**config.mk**
```make
export PLATFORM = sky130hd
export DESIGN_NAME = adc_scan_calibrated_update_flat
export DESIGN_NICKNAME = d
export VERILOG_FILES = /design/src/rtl/asu_pkg.sv /design/src/rtl/asu_if.sv /design/src/rtl/asu_cfg.sv /design/src/rtl/asu_curve.sv /design/src/rtl/adc_scan_calibrated_update.sv /design/src/flat_wrapper.sv
export SDC_FILE = /design/constraint.sdc
export NUM_CORES = 1
export LEC_CHECK = 0
export ABC_AREA = 1
export BUFFER_PORTS_ARGS = -buffer_cell sky130_fd_sc_hd__buf_2
export CAP_MARGIN = 10
export CORE_MARGIN = 2
export CORE_UTILIZATION = 25
export CTS_CLUSTER_DIAMETER = 150
export DETAILED_ROUTE_END_ITERATION = 12
export SLEW_MARGIN = 10
export SYNTH_ARGS = -nofsm -noshare
export SYNTH_HDL_FRONTEND = slang
export SYNTH_SLANG_ARGS = --single-unit
```
**constraint.sdc**
```tcl
create_clock -name clk_i -period 15.4 [get_ports clk_i]
set_input_delay 1.54 -clock clk_i [delete_from_list [all_inputs] [get_ports clk_i]]
set_output_delay 1.54 -clock clk_i [all_outputs]
set_load 0.01 [all_outputs]
```
**src/rtl/asu_pkg.sv**
```systemverilog
// shared types, constants and helpers for the converter scan block
`default_nettype none

package asu_pkg;

  localparam int unsigned SampleW   = 10;
  localparam int unsigned PointW    = 8;
  localparam int unsigned CurveRegW = 40;
  localparam int unsigned ThrW      = 8;

  localparam int unsigned CfgDataW = 64;
  localparam int unsigned CfgAddrW = 5;
  localparam int unsigned RegIdxW  = 2;

  // register indexes, byte address is 8 times the index
  localparam logic [RegIdxW-1:0] REG_CURVE_IN  = 2'd0;
  localparam logic [RegIdxW-1:0] REG_CURVE_OUT = 2'd1;
  localparam logic [RegIdxW-1:0] REG_FLUSH_THR = 2'd2;

  localparam logic [CurveRegW-1:0] CurveInRst  = 40'hFF_BF7F_3C00;
  localparam logic [CurveRegW-1:0] CurveOutRst = 40'hFE_E6BE_7F32;
  localparam logic [ThrW-1:0]      FlushThrRst = 8'd187;

  localparam logic [PointW-1:0] PointMax = 8'hFF;

  // converter channel select codes
  localparam logic CH_MODE = 1'b0;
  localparam logic CH_RATE = 1'b1;

  typedef struct packed {
    logic              start;
    logic [PointW-1:0] x;
  } crv_req_t;

  typedef struct packed {
    logic              done;
    logic [PointW-1:0] code;
  } crv_rsp_t;

  // breakpoint k of a packed register, zero past its top byte
  function automatic logic [PointW-1:0] point_byte(input logic [CurveRegW-1:0] r,
                                                   input int unsigned k);
    logic [CurveRegW-1:0] s;
    s = r >> (PointW * k);
    return s[PointW-1:0];
  endfunction

endpackage

`default_nettype wire

```
**src/rtl/asu_if.sv**
```systemverilog
// valid/ready channel interfaces for conversion beats and update beats
`default_nettype none

interface asu_in_if import asu_pkg::*; ();
  logic               valid;
  logic               ready;
  logic [SampleW-1:0] conversion_result;

  modport source (output valid, output conversion_result, input ready);
  modport sink   (input valid, input conversion_result, output ready);
endinterface

interface asu_out_if import asu_pkg::*; ();
  logic              valid;
  logic              ready;
  logic              flush_pulse;
  logic              rate_update;
  logic [PointW-1:0] rate_code;
  logic              mode_update;
  logic [PointW-1:0] mode_code;
  logic              next_channel;

  modport source (output valid, output flush_pulse, output rate_update, output rate_code,
                  output mode_update, output mode_code, output next_channel, input ready);
  modport sink   (input valid, input flush_pulse, input rate_update, input rate_code,
                  input mode_update, input mode_code, input next_channel, output ready);
endinterface

`default_nettype wire

```
**src/rtl/asu_cfg.sv**
```systemverilog
// apb register file: curve breakpoints and flush threshold
`default_nettype none

module asu_cfg import asu_pkg::*; (
  input  logic                 clk_i,
  input  logic                 rst_ni,
  input  logic                 psel,
  input  logic                 penable,
  input  logic                 pwrite,
  input  logic [CfgAddrW-1:0]  paddr,
  input  logic [CfgDataW-1:0]  pwdata,
  output logic [CfgDataW-1:0]  prdata,
  output logic                 pready,
  output logic [CurveRegW-1:0] curve_in_o,
  output logic [CurveRegW-1:0] curve_out_o,
  output logic [ThrW-1:0]      flush_thr_o
);

  logic [CurveRegW-1:0] curve_in_q;
  logic [CurveRegW-1:0] curve_out_q;
  logic [ThrW-1:0]      flush_thr_q;
  logic [RegIdxW-1:0]   reg_idx;
  logic                 wr_en;

  assign pready  = 1'b1;
  assign reg_idx = paddr[CfgAddrW-1:CfgAddrW-RegIdxW];
  assign wr_en   = psel && penable && pwrite && pready;

  always_ff @(posedge clk_i or negedge rst_ni) begin
    if (!rst_ni) begin
      curve_in_q  <= CurveInRst;
      curve_out_q <= CurveOutRst;
      flush_thr_q <= FlushThrRst;
    end else if (wr_en) begin
      case (reg_idx)
        REG_CURVE_IN:  curve_in_q  <= pwdata[CurveRegW-1:0];
        REG_CURVE_OUT: curve_out_q <= pwdata[CurveRegW-1:0];
        REG_FLUSH_THR: flush_thr_q <= pwdata[ThrW-1:0];
        default: ;
      endcase
    end
  end

  always_comb begin
    case (reg_idx)
      REG_CURVE_IN:  prdata = CfgDataW'(curve_in_q);
      REG_CURVE_OUT: prdata = CfgDataW'(curve_out_q);
      REG_FLUSH_THR: prdata = CfgDataW'(flush_thr_q);
      default:       prdata = '0;
    endcase
  end

  assign curve_in_o  = curve_in_q;
  assign curve_out_o = curve_out_q;
  assign flush_thr_o = flush_thr_q;

endmodule

`default_nettype wire

```
**src/rtl/asu_curve.sv**
```systemverilog
// piecewise-linear curve: serial segment search, one multiply, serial restoring divide
`default_nettype none

module asu_curve import asu_pkg::*; #(
  parameter int unsigned CURVE_POINTS = 5
) (
  input  logic                 clk_i,
  input  logic                 rst_ni,
  input  logic [CurveRegW-1:0] curve_in_i,
  input  logic [CurveRegW-1:0] curve_out_i,
  input  crv_req_t             req_i,
  output crv_rsp_t             rsp_o
);

  localparam int unsigned SegW  = (CURVE_POINTS > 2) ? $clog2(CURVE_POINTS - 1) : 1;
  localparam int unsigned ProdW = 2 * PointW;
  localparam int unsigned CntW  = $clog2(ProdW);
  localparam logic [SegW-1:0] LastSeg  = SegW'(CURVE_POINTS - 2);
  localparam logic [CntW-1:0] LastStep = CntW'(ProdW - 1);

  localparam logic [2:0] S_IDLE = 3'd0;
  localparam logic [2:0] S_SRCH = 3'd1;
  localparam logic [2:0] S_MUL  = 3'd2;
  localparam logic [2:0] S_DIV  = 3'd3;
  localparam logic [2:0] S_FIN  = 3'd4;

  logic [2:0]        state_q, state_d;
  logic [SegW-1:0]   seg_q;
  logic [CntW-1:0]   cnt_q;
  logic [PointW-1:0] x_q;
  logic [PointW-1:0] in_sh_q  [CURVE_POINTS];
  logic [PointW-1:0] out_sh_q [CURVE_POINTS];
  logic [PointW-1:0] in_lo_q, in_hi_q, out_lo_q, out_hi_q;
  logic [PointW-1:0] den_q;
  logic              neg_q;
  logic [PointW-1:0] rem_q;
  logic [ProdW-1:0]  quo_q;

  logic              hit;
  logic              last_seg;
  logic [PointW-1:0] dx, dmag, den;
  logic              dneg;
  logic [ProdW-1:0]  prod;
  logic [PointW:0]   trial;
  logic              ge;
  logic [PointW:0]   diff;

  // segment test on the two breakpoints at the head of the shift line
  assign hit      = (x_q >= in_sh_q[0]) && (x_q <= in_sh_q[1]);
  assign last_seg = (seg_q == LastSeg);

  assign dx   = x_q - in_lo_q;
  assign dneg = out_hi_q < out_lo_q;
  assign dmag = dneg ? (out_lo_q - out_hi_q) : (out_hi_q - out_lo_q);
  assign den  = in_hi_q - in_lo_q;
  assign prod = ProdW'(dx) * ProdW'(dmag);

  // one restoring step per cycle, remainder always below the divisor
  assign trial = {rem_q, quo_q[ProdW-1]};
  assign ge    = trial >= {1'b0, den_q};
  assign diff  = trial - {1'b0, den_q};

  always_comb begin
    state_d = state_q;
    case (state_q)
      S_IDLE: if (req_i.start) state_d = S_SRCH;
      S_SRCH: if (hit || last_seg) state_d = S_MUL;
      S_MUL:  state_d = (den == '0) ? S_FIN : S_DIV;
      S_DIV:  if (cnt_q == LastStep) state_d = S_FIN;
      S_FIN:  state_d = S_IDLE;
      default: state_d = S_IDLE;
    endcase
  end

  always_ff @(posedge clk_i or negedge rst_ni) begin
    if (!rst_ni) begin
      state_q <= S_IDLE;
      seg_q   <= '0;
      cnt_q   <= '0;
    end else begin
      state_q <= state_d;
      case (state_q)
        S_IDLE: seg_q <= '0;
        S_SRCH: seg_q <= seg_q + SegW'(1);
        S_MUL:  cnt_q <= '0;
        S_DIV:  cnt_q <= cnt_q + CntW'(1);
        default: ;
      endcase
    end
  end

  always_ff @(posedge clk_i) begin
    case (state_q)
      S_IDLE: begin
        if (req_i.start) begin
          x_q <= req_i.x;
          for (int unsigned k = 0; k < CURVE_POINTS; k++) begin
            in_sh_q[k]  <= point_byte(curve_in_i, k);
            out_sh_q[k] <= point_byte(curve_out_i, k);
          end
        end
      end
      S_SRCH: begin
        if (hit) begin
          in_lo_q  <= in_sh_q[0];
          in_hi_q  <= in_sh_q[1];
          out_lo_q <= out_sh_q[0];
          out_hi_q <= out_sh_q[1];
        end else if (last_seg) begin
          // no segment holds the value: identity line
          in_lo_q  <= '0;
          in_hi_q  <= PointMax;
          out_lo_q <= '0;
          out_hi_q <= PointMax;
        end else begin
          for (int unsigned k = 0; k + 1 < CURVE_POINTS; k++) begin
            in_sh_q[k]  <= in_sh_q[k+1];
            out_sh_q[k] <= out_sh_q[k+1];
          end
          in_sh_q[CURVE_POINTS-1]  <= '0;
          out_sh_q[CURVE_POINTS-1] <= '0;
        end
      end
      S_MUL: begin
        den_q <= den;
        neg_q <= dneg;
        rem_q <= '0;
        // zero-width segment leaves a zero quotient, giving the lower output
        quo_q <= (den == '0) ? '0 : prod;
      end
      S_DIV: begin
        rem_q <= ge ? diff[PointW-1:0] : trial[PointW-1:0];
        quo_q <= {quo_q[ProdW-2:0], ge};
      end
      default: ;
    endcase
  end

  assign rsp_o.done = (state_q == S_FIN);
  assign rsp_o.code = neg_q ? (out_lo_q - quo_q[PointW-1:0])
                            : (out_lo_q + quo_q[PointW-1:0]);

  a_start_idle: assert property (@(posedge clk_i) disable iff (!rst_ni)
    req_i.start |-> state_q == S_IDLE)
    else $error("curve start while busy");

  a_rem_below_den: assert property (@(posedge clk_i) disable iff (!rst_ni)
    state_q == S_DIV |-> rem_q < den_q)
    else $error("divider remainder out of range");

  a_fin_entry: assert property (@(posedge clk_i) disable iff (!rst_ni)
    state_q == S_FIN |-> $past(state_q) == S_DIV || $past(state_q) == S_MUL)
    else $error("curve result without divide");

endmodule

`default_nettype wire

```
**src/rtl/adc_scan_calibrated_update.sv**
```systemverilog
// top level: converter scan sequencing, update detection and output staging
//
// Takes one finished 10-bit conversion per input beat and returns exactly one
// update beat for it. Conversions alternate between discarded and used, the
// first after reset used; the scan order is rate, rate, then mode and rate in
// turn, and next_channel tells which channel to convert next. A discarded
// conversion, a used mode conversion or an unchanged rate value goes from the
// staging register to the output register without the curve. A used rate
// conversion whose value changed runs the calibration curve on one shared
// engine: segment search over up to CURVE_POINTS-1 segments (one breakpoint
// pair per cycle), one multiply, a restoring divide of the 16-bit product,
// the offset add, and the hand-over of the code through the staging register
// to the output register. One item is worked at a time; the next beat is
// taken as soon as the previous result has moved into the output register,
// which may still wait for the sink.
`default_nettype none

module adc_scan_calibrated_update import asu_pkg::*; #(
  parameter int unsigned CURVE_POINTS = 5
) (
  input  logic                clk_i,
  input  logic                rst_ni,
  asu_in_if.sink              conv_i,
  asu_out_if.source           upd_o,
  input  logic                psel,
  input  logic                penable,
  input  logic                pwrite,
  input  logic [CfgAddrW-1:0] paddr,
  input  logic [CfgDataW-1:0] pwdata,
  output logic [CfgDataW-1:0] prdata,
  output logic                pready
);

  logic [CurveRegW-1:0] curve_in, curve_out;
  logic [ThrW-1:0]      flush_thr;
  crv_req_t             crv_req;
  crv_rsp_t             crv_rsp;

  // scan state
  logic              skip_q, skip_d;
  logic              seq_q, seq_d;
  logic              chan_q, chan_d;
  logic [PointW-1:0] rate_val_q, rate_val_d;
  logic [PointW-1:0] mode_val_q, mode_val_d;

  // result staging ahead of the output register
  logic              r_full_q, r_wait_q;
  logic              r_flush_q, r_rate_up_q, r_mode_up_q, r_next_q;
  logic [PointW-1:0] r_rate_code_q, r_mode_code_q;

  logic              o_valid_q;
  logic              o_flush_q, o_rate_up_q, o_mode_up_q, o_next_q;
  logic [PointW-1:0] o_rate_code_q, o_mode_code_q;

  logic              accept, move;
  logic [PointW-1:0] sample_v;
  logic              flush, rate_up, mode_up;

  asu_cfg u_cfg (
    .clk_i       (clk_i),
    .rst_ni      (rst_ni),
    .psel        (psel),
    .penable     (penable),
    .pwrite      (pwrite),
    .paddr       (paddr),
    .pwdata      (pwdata),
    .prdata      (prdata),
    .pready      (pready),
    .curve_in_o  (curve_in),
    .curve_out_o (curve_out),
    .flush_thr_o (flush_thr)
  );

  asu_curve #(
    .CURVE_POINTS (CURVE_POINTS)
  ) u_curve (
    .clk_i       (clk_i),
    .rst_ni      (rst_ni),
    .curve_in_i  (curve_in),
    .curve_out_i (curve_out),
    .req_i       (crv_req),
    .rsp_o       (crv_rsp)
  );

  assign conv_i.ready = !r_full_q;
  assign accept       = conv_i.valid && conv_i.ready;
  assign move         = r_full_q && !r_wait_q && (!o_valid_q || upd_o.ready);
  assign sample_v     = conv_i.conversion_result[SampleW-1:SampleW-PointW];

  always_comb begin
    skip_d     = skip_q;
    seq_d      = seq_q;
    chan_d     = chan_q;
    rate_val_d = rate_val_q;
    mode_val_d = mode_val_q;
    flush      = 1'b0;
    rate_up    = 1'b0;
    mode_up    = 1'b0;
    if (skip_q) begin
      flush  = (chan_q == CH_RATE) && (rate_val_q < flush_thr);
      skip_d = 1'b0;
    end else begin
      if (chan_q == CH_RATE) begin
        rate_up    = sample_v != rate_val_q;
        rate_val_d = sample_v;
      end else begin
        mode_up    = sample_v != mode_val_q;
        mode_val_d = sample_v;
      end
      seq_d  = !seq_q;
      chan_d = seq_d ? CH_RATE : CH_MODE;
      skip_d = 1'b1;
    end
  end

  assign crv_req.start = accept && rate_up;
  assign crv_req.x     = sample_v;

  always_ff @(posedge clk_i or negedge rst_ni) begin
    if (!rst_ni) begin
      skip_q     <= 1'b0;
      seq_q      <= 1'b0;
      chan_q     <= CH_RATE;
      rate_val_q <= '0;
      mode_val_q <= '0;
      r_full_q   <= 1'b0;
      r_wait_q   <= 1'b0;
      o_valid_q  <= 1'b0;
    end else begin
      if (accept) begin
        skip_q     <= skip_d;
        seq_q      <= seq_d;
        chan_q     <= chan_d;
        rate_val_q <= rate_val_d;
        mode_val_q <= mode_val_d;
        r_full_q   <= 1'b1;
        r_wait_q   <= rate_up;
      end else begin
        if (crv_rsp.done) r_wait_q <= 1'b0;
        if (move) r_full_q <= 1'b0;
      end
      if (move) begin
        o_valid_q <= 1'b1;
      end else if (upd_o.ready) begin
        o_valid_q <= 1'b0;
      end
    end
  end

  always_ff @(posedge clk_i) begin
    if (accept) begin
      r_flush_q     <= flush;
      r_rate_up_q   <= rate_up;
      r_rate_code_q <= '0;
      r_mode_up_q   <= mode_up;
      r_mode_code_q <= mode_up ? sample_v : '0;
      r_next_q      <= chan_d;
    end else if (crv_rsp.done) begin
      r_rate_code_q <= crv_rsp.code;
    end
    if (move) begin
      o_flush_q     <= r_flush_q;
      o_rate_up_q   <= r_rate_up_q;
      o_rate_code_q <= r_rate_code_q;
      o_mode_up_q   <= r_mode_up_q;
      o_mode_code_q <= r_mode_code_q;
      o_next_q      <= r_next_q;
    end
  end

  assign upd_o.valid        = o_valid_q;
  assign upd_o.flush_pulse  = o_flush_q;
  assign upd_o.rate_update  = o_rate_up_q;
  assign upd_o.rate_code    = o_rate_code_q;
  assign upd_o.mode_update  = o_mode_up_q;
  assign upd_o.mode_code    = o_mode_code_q;
  assign upd_o.next_channel = o_next_q;

  a_done_waited: assert property (@(posedge clk_i) disable iff (!rst_ni)
    crv_rsp.done |-> r_wait_q)
    else $error("curve result with no pending item");

  a_wait_full: assert property (@(posedge clk_i) disable iff (!rst_ni)
    r_wait_q |-> r_full_q && !move)
    else $error("pending curve result without a staged item");

  a_used_no_flush: assert property (@(posedge clk_i) disable iff (!rst_ni)
    accept && !skip_q |=> !r_flush_q)
    else $error("flush on a used conversion");

endmodule

`default_nettype wire

```
**src/flat_wrapper.sv**
```systemverilog
// flat-port wrapper written by rule: the top's interface ports become plain ports
module adc_scan_calibrated_update_flat import asu_pkg::*;
#(
  parameter int unsigned CURVE_POINTS = 5
)
  (clk_i, rst_ni, psel, penable, pwrite, paddr, pwdata, prdata, pready, conv_i_valid, conv_i_conversion_result, conv_i_ready, upd_o_valid, upd_o_flush_pulse, upd_o_rate_update, upd_o_rate_code, upd_o_mode_update, upd_o_mode_code, upd_o_next_channel, upd_o_ready);
  asu_in_if conv_i_i ();
  asu_out_if upd_o_i ();
  input  logic clk_i;
  input  logic rst_ni;
  input  logic psel;
  input  logic penable;
  input  logic pwrite;
  input  logic [CfgAddrW-1:0] paddr;
  input  logic [CfgDataW-1:0] pwdata;
  output logic [CfgDataW-1:0] prdata;
  output logic pready;
  input wire logic [$bits(conv_i_i.valid)-1:0] conv_i_valid;
  input wire logic [$bits(conv_i_i.conversion_result)-1:0] conv_i_conversion_result;
  output wire logic [$bits(conv_i_i.ready)-1:0] conv_i_ready;
  output wire logic [$bits(upd_o_i.valid)-1:0] upd_o_valid;
  output wire logic [$bits(upd_o_i.flush_pulse)-1:0] upd_o_flush_pulse;
  output wire logic [$bits(upd_o_i.rate_update)-1:0] upd_o_rate_update;
  output wire logic [$bits(upd_o_i.rate_code)-1:0] upd_o_rate_code;
  output wire logic [$bits(upd_o_i.mode_update)-1:0] upd_o_mode_update;
  output wire logic [$bits(upd_o_i.mode_code)-1:0] upd_o_mode_code;
  output wire logic [$bits(upd_o_i.next_channel)-1:0] upd_o_next_channel;
  input wire logic [$bits(upd_o_i.ready)-1:0] upd_o_ready;
  assign conv_i_i.valid = conv_i_valid;
  assign conv_i_i.conversion_result = conv_i_conversion_result;
  assign conv_i_ready = conv_i_i.ready;
  assign upd_o_valid = upd_o_i.valid;
  assign upd_o_flush_pulse = upd_o_i.flush_pulse;
  assign upd_o_rate_update = upd_o_i.rate_update;
  assign upd_o_rate_code = upd_o_i.rate_code;
  assign upd_o_mode_update = upd_o_i.mode_update;
  assign upd_o_mode_code = upd_o_i.mode_code;
  assign upd_o_next_channel = upd_o_i.next_channel;
  assign upd_o_i.ready = upd_o_ready;
  adc_scan_calibrated_update #(.CURVE_POINTS(CURVE_POINTS)) u_core (.clk_i(clk_i), .rst_ni(rst_ni), .conv_i(conv_i_i), .upd_o(upd_o_i), .psel(psel), .penable(penable), .pwrite(pwrite), .paddr(paddr), .pwdata(pwdata), .prdata(prdata), .pready(pready));
endmodule
```
# Word-level counts from Yosys, hierarchy flattened
# Memory sizes are Yosys's and may differ from the RTL's.
# Index checks and enable logic that the tools add are counted.
[totals]
mem_bits_rw = 80
wordCells = 159
in_bits = 86
latch_bits = 0
output_inout_bits = 87
ff_bits = 232
rom_bits = 0
mem_count = 2
[mem_list]
columns = ["name", "words", "word_bits", "rd", "rd_clocked_by_memory_dff", "wr", "line_no", "source"]
rows = [
  ["u_core.u_curve.in_sh_q", 5, 8, 5, 0, 5, "asu_curve.sv:31", "logic [PointW-1:0] in_sh_q [CURVE_POINTS];"],
  ["u_core.u_curve.out_sh_q", 5, 8, 5, 0, 5, "asu_curve.sv:32", "logic [PointW-1:0] out_sh_q [CURVE_POINTS];"],
]
[op_classes]
shifts = 0
n_div = 0
reduce_logical = 32
n_eq_ne = 13
order_cmp = 5
mul = 1
add_sub_neg = 9
bitwise = 12
n_mux = 50
[ops]
columns = ["cell", "n"]
rows = [
  ["$mux W8", 19],
  ["$pmux W40 S3", 1],
  ["$sub A8 B8 Y8", 6],
  ["$pmux W16 S2", 1],
  ["$mux W1", 20],
  ["$lt A8 B8 Y1", 2],
  ["$mul A8 B8 Y16", 1],
  ["$mux W16", 1],
  ["$ne A8 B8 Y1", 2],
  ["$pmux W8 S2", 1],
  ["$mux W3", 4],
  ["$pmux W3 S4", 1],
  ["$reduce_and A2 Y1", 6],
  ["$reduce_bool A2 Y1", 6],
  ["$or A1 B1 Y1", 10],
  ["$ge A9 B8 Y1", 1],
  ["$reduce_and A3 Y1", 3],
  ["$add A8 B8 Y8", 1],
  ["$ge A8 B8 Y1", 1],
  ["$le A8 B8 Y1", 1],
  ["$logic_and A1 B1 Y1", 8],
  ["$logic_not A8 Y1", 1],
  ["$pmux W4 S2", 1],
  ["$eq A3 B2 Y1 const B", 2],
  ["15 further kinds", 22],
]

# Logic depth before layout (Yosys ltp)
[logic_depth]
word_depth = 8
depth_mapped = 29
mapped_depth_nobuf = 29

# By module
# A second synthesis with hierarchy kept.
[hier_totals]
cells_unflattened = 2041
hier_area_um2 = 18016.0
[by_module_without_submodules]
columns = ["mod", "area_per_inst_um2", "instances", "cells_each", "seq_area_each_um2"]
rows = [
  ["asu_curve", 11279.6, 1, 1251, 4819.6],
  ["asu_cfg", 4142.7, 1, 549, 2277.2],
  ["adc_scan_calibrated_update", 2593.7, 1, 241, 1672.9],
]

# Least setup slack after synthesis
# No wires, ideal clock.
[synth_path]
path_kind = "input to register"
from = "in conv_i_valid"
to = "mem u_core.u_curve.in_sh_q[0][0] (enable)"
t_required_ns = 14.771
setup_slack_ns = 6.707
path_buffers = 0
arrival_time_ns = 8.064
setup_ns = 0.629
stages = 7
path_cell_list = "inv_2 -> nor2_4 -> inv_4 -> or2_4 -> nor2_8 -> nand2_4 -> o21ai_0"
[synth_lines]
columns = ["element", "line_no", "source"]
rows = [
  ["start, declared", "flat_wrapper.sv:18", "input wire logic [$bits(conv_i_i.valid)-1:0] conv_i_valid;"],
  ["end, declared", "asu_curve.sv:31", ""],
]

# Worst setup path after layout
[layout_path]
from = "reg u_core.u_curve.x_q[0]"
to = "reg u_core.u_curve.quo_q[14] (data pin)"
[layout_via]
elab_chain_cells = 4
[layout_lines]
columns = ["element", "line_no", "source"]
rows = [
  ["start, declared", "asu_curve.sv:30", "logic [PointW-1:0] x_q;"],
  ["start signal, assigned", "asu_curve.sv:96", "x_q <= req_i.x;"],
  ["$sub A8 B8 Y8", "asu_curve.sv:52", "assign dx = x_q - in_lo_q;"],
  ["$mul A8 B8 Y16", "asu_curve.sv:56", "assign prod = ProdW'(dx) * ProdW'(dmag);"],
  ["$mux W16", "asu_curve.sv:129", "quo_q <= (den == '0) ? '0 : prod;"],
  ["$pmux W16 S2", "asu_curve.sv:93", "case (state_q)"],
  ["end signal, assigned", "asu_curve.sv:129", ""],
  ["end signal, assigned", "asu_curve.sv:133", "quo_q <= {quo_q[ProdW-2:0], ge};"],
  ["end, declared", "asu_curve.sv:37", "logic [ProdW-1:0] quo_q;"],
]
# No other way between the ends.
# A chain may end at the register's enable or synchronous reset.

==> flow_summary.ini <==
[cts]
cts_num_sinks = 312
clk_pin_slew_worst_paths_ns = 0.06
clk_latency_ns = 0.54
post_cts_buffers = 0
numCtsBuffers = 36
ctsResizeCount = 0
hold_buffers = 0
root_buffer = clkbuf_16
cts_tree = yes
cts-root-to-sink-buffers = 3
htreeDepth = 2

[synthesis]
syn-cell-area_um2 = 17690
ys_seq_elements = 312
yosysUniqueCellTypes = 50
synthFlopType = edfxtp_1
async_flop_share_pct = 38.14
yosys_warnings = 0
syn-instance-count = 1890
synth_area_per_cell_um2 = 9.360
synth_common_cells = 391 x nand2_1, 340 x inv_1, 185 x edfxtp_1, 181 x o21ai_0, 125 x nor2_1
yosys-top-cells-area = edfxtp_1 31%, dfstp_2 9.1%, nand2_1 8.3%, dfrtp_1 8.2%, ha_1 7.5%
yosysTopAreaCell = edfxtp_1
yosysMostFrequentCell = nand2_1
synth_edf_count = 185
ys_seq_area_share_pct = 49.57
yosysTopAreaCellShare_pct = 31.40

[routing]
wl_um = 39230
vias = 12250
first_pass_iters = 8
post_drt_wl_per_cell_um = 13.21
drc = 0
final_antenna_net_count = 0
drt_iter0_drc = 820
avgViaCountPerCell = 4.124

[global_routing]
grt_pass1_wl_um = 63370
grt_max_degree = 123
overflow = 0
track_usage_pct = 10.69
antenna_found_initial = 1
grt_pass1_vias = 11760

[die]
row_count = 97
initial_utilization_pct = 25.26
io-pin-count = 173
dieArea_um2 = 72910
core_area_um2 = 70030
die_w_um = 270.0
die_h_um = 270.0

[finish]
drive_above_1_share_pct = 13.89
diodes = 0
fin_nets = 2236
area_growth_pct = 14.90
nFillCells = 7397

[sta]
fmax_ghz = 0.1678
slew_headroom_pct = 27.01
period_minus_slack_ns = 5.958
finalHoldViolCount = 0
setup_tns_ns = 0
skew_ns = 0.02614
min_period_over_period_pct = 38.69
report.final.slew_viol_count = 0
tightest_slew_ns = 1.095
grt_setup_unrepaired = false
setup_violations = 0
hold_slack_ns = 0.4202

[placed_design]
place.gp.congestion = 0.8089
portBuffers = 118
dp_hpwl_um = 28750

[min_path]
hold_class = reg -> reg
hp-start = u_core.r_rate_up_q

[setup_path]
end_kind = flip-flop
crit_buf_inv = 4
startpoint_type = flip-flop
path_common_cell = fa_1
critPathKind = reg -> reg
r2r_start = u_core.u_curve.x_q[0]
worstPathRequired_ns = 15.68
cp_top_family = adder cells
cpMaxStageDelayCell = xnor2_1
arrival_ns = 6.24
crit_fanout = 7
cp-startpoint = u_core.u_curve.x_q[0]
cpPeakStageDelay_ns = 0.62

[outcome]
status = completed

[job]
drv_cap = 0
==> state kept, by name, indices dropped and copies added, names as in the netlist, 2 cells and up <==
signal	count
u_core.u_cfg.curve_in_o	40
u_core.u_cfg.curve_out_o	40
u_core.u_curve.in_sh_q	40
u_core.u_curve.out_sh_q	40
u_core.u_curve.quo_q	16
u_core.mode_val_q	8
u_core.r_mode_code_q	8
u_core.r_rate_code_q	8
u_core.rate_val_q	8
u_core.u_cfg.flush_thr_o	8
u_core.u_curve.den_q	8
u_core.u_curve.in_hi_q	8
u_core.u_curve.in_lo_q	8
u_core.u_curve.out_hi_q	8
u_core.u_curve.out_lo_q	8
u_core.u_curve.rem_q	8
u_core.u_curve.x_q	8
u_core.upd_o.mode_code	8
u_core.upd_o.rate_code	8
u_core.u_curve.cnt_q	4
u_core.u_curve.state_q	3
u_core.u_curve.seg_q	2
==> cells in the final DEF, fill, tap and decap left out, types with 34 or more instances in the layout <==
cell	n
a21oi_1	60
a22o_1	34
buf_2	117
clkbuf_16	36
dfrtp_1	58
dfstp_2	61
edfxtp_1	185
fa_1	42
ha_1	106
inv_1	340
nand2_1	389
nand3_1	48
nor2_1	123
o21ai_0	180
==> per-layer routing <==
| metal | GRT usage [%] | up-vias | wire, um |
|---|---|---|---|
| met2 | 17.58 | 244 | 18260 |
| met5 | 0 | - | 13 |
| met3 | 2.543 | 50 | 2263 |
| met4 | 2.968 | 2 | 852 |
| li1 | - | 6279 | - |
| met1 | 13.99 | 5673 | 17840 |
==> through the flow <==
| stage | instances | area [um2] | util, % | setup slack (ns) |
|---|---|---|---|---|
| final | 2970 | 20330 | 29.03 | 9.442 |
| after global routing | 2970 | 20330 | 29.03 | 8.970 |
| after CTS | 2970 | 20330 | 29.03 | 9.406 |
| after detailed placement | 2904 | 19180 | 27.38 | 9.374 |
| after global placement | 2904 | 19180 | 27.38 | 9.493 |
| after floorplan | 1913 | 17780 | - | 6.707 |
==> kinds of logic (layout without fill, tap and decap cells) <==
group | after synthesis | count (layout) | share of synthesized area, %
buffers and inverters | 423 | 540 | 10.14
xor gates and xnor gates | 58 | 58 | 2.872
DFF | 312 | 312 | 49.57
and+or+nand+nor | 602 | 602 | 13.88
other | 2 | 25 | 0.04245
adders and majority gates | 148 | 148 | 12.25
AOI/OAI and AO/OA | 345 | 345 | 11.25
==> cell type report <==
cell class / instances / area [um2] / area share (%)
clock buffer: 47 / 952.2 / 4.684
clock inverter: 19 / 198.9 / 0.9787
multi-input combinational: 1178 / 7261 / 35.72
tap: 940 / 1176 / 5.786
sequential: 312 / 8770 / 43.14
timing repair buffer: 128 / 668.1 / 3.287
inverter: 346 / 1301 / 6.402
==> worst register-to-register path, cell delays in order, from the launching register on <==
cell,delay (ns)
edfxtp_1,0.36
inv_1,0.19
ha_1,0.18
inv_1,0.06
fa_1,0.44
nand3_1,0.08
nand3_1,0.10
a21oi_1,0.14
o21bai_1,0.08
xnor2_1,0.62
nor2_1,0.15
fa_1,0.55
fa_1,0.44
fa_1,0.54
inv_1,0.06
fa_1,0.54
inv_1,0.04
ha_1,0.38
nand2_1,0.08
nor2_1,0.11
nand2_1,0.06
nand3_1,0.14
nand2_1,0.08
nand2_1,0.08
xor2_1,0.13
o21ai_0,0.07
==> worst paths after layout <==
check | to | slack, ns | depth (start not counted)
worst max-delay path | u_core.u_curve.quo_q[14] | 9.44 | 25
worst min-delay path | u_core.upd_o.rate_update | 0.42 | 0
worst max register to register | u_core.u_curve.quo_q[14] | 9.44 | 25
worst min register to register | u_core.upd_o.rate_update | 0.42 | 0
max in group asynchronous | u_core.u_cfg.curve_out_o[2] | 12.96 | 2
min in group asynchronous | u_core.u_cfg.curve_out_o[24] | 1.04 | 1
Power is left out: the tool's default activity adds up to more than one toggle a clock period on the data nets, which glitch-free logic cannot reach.
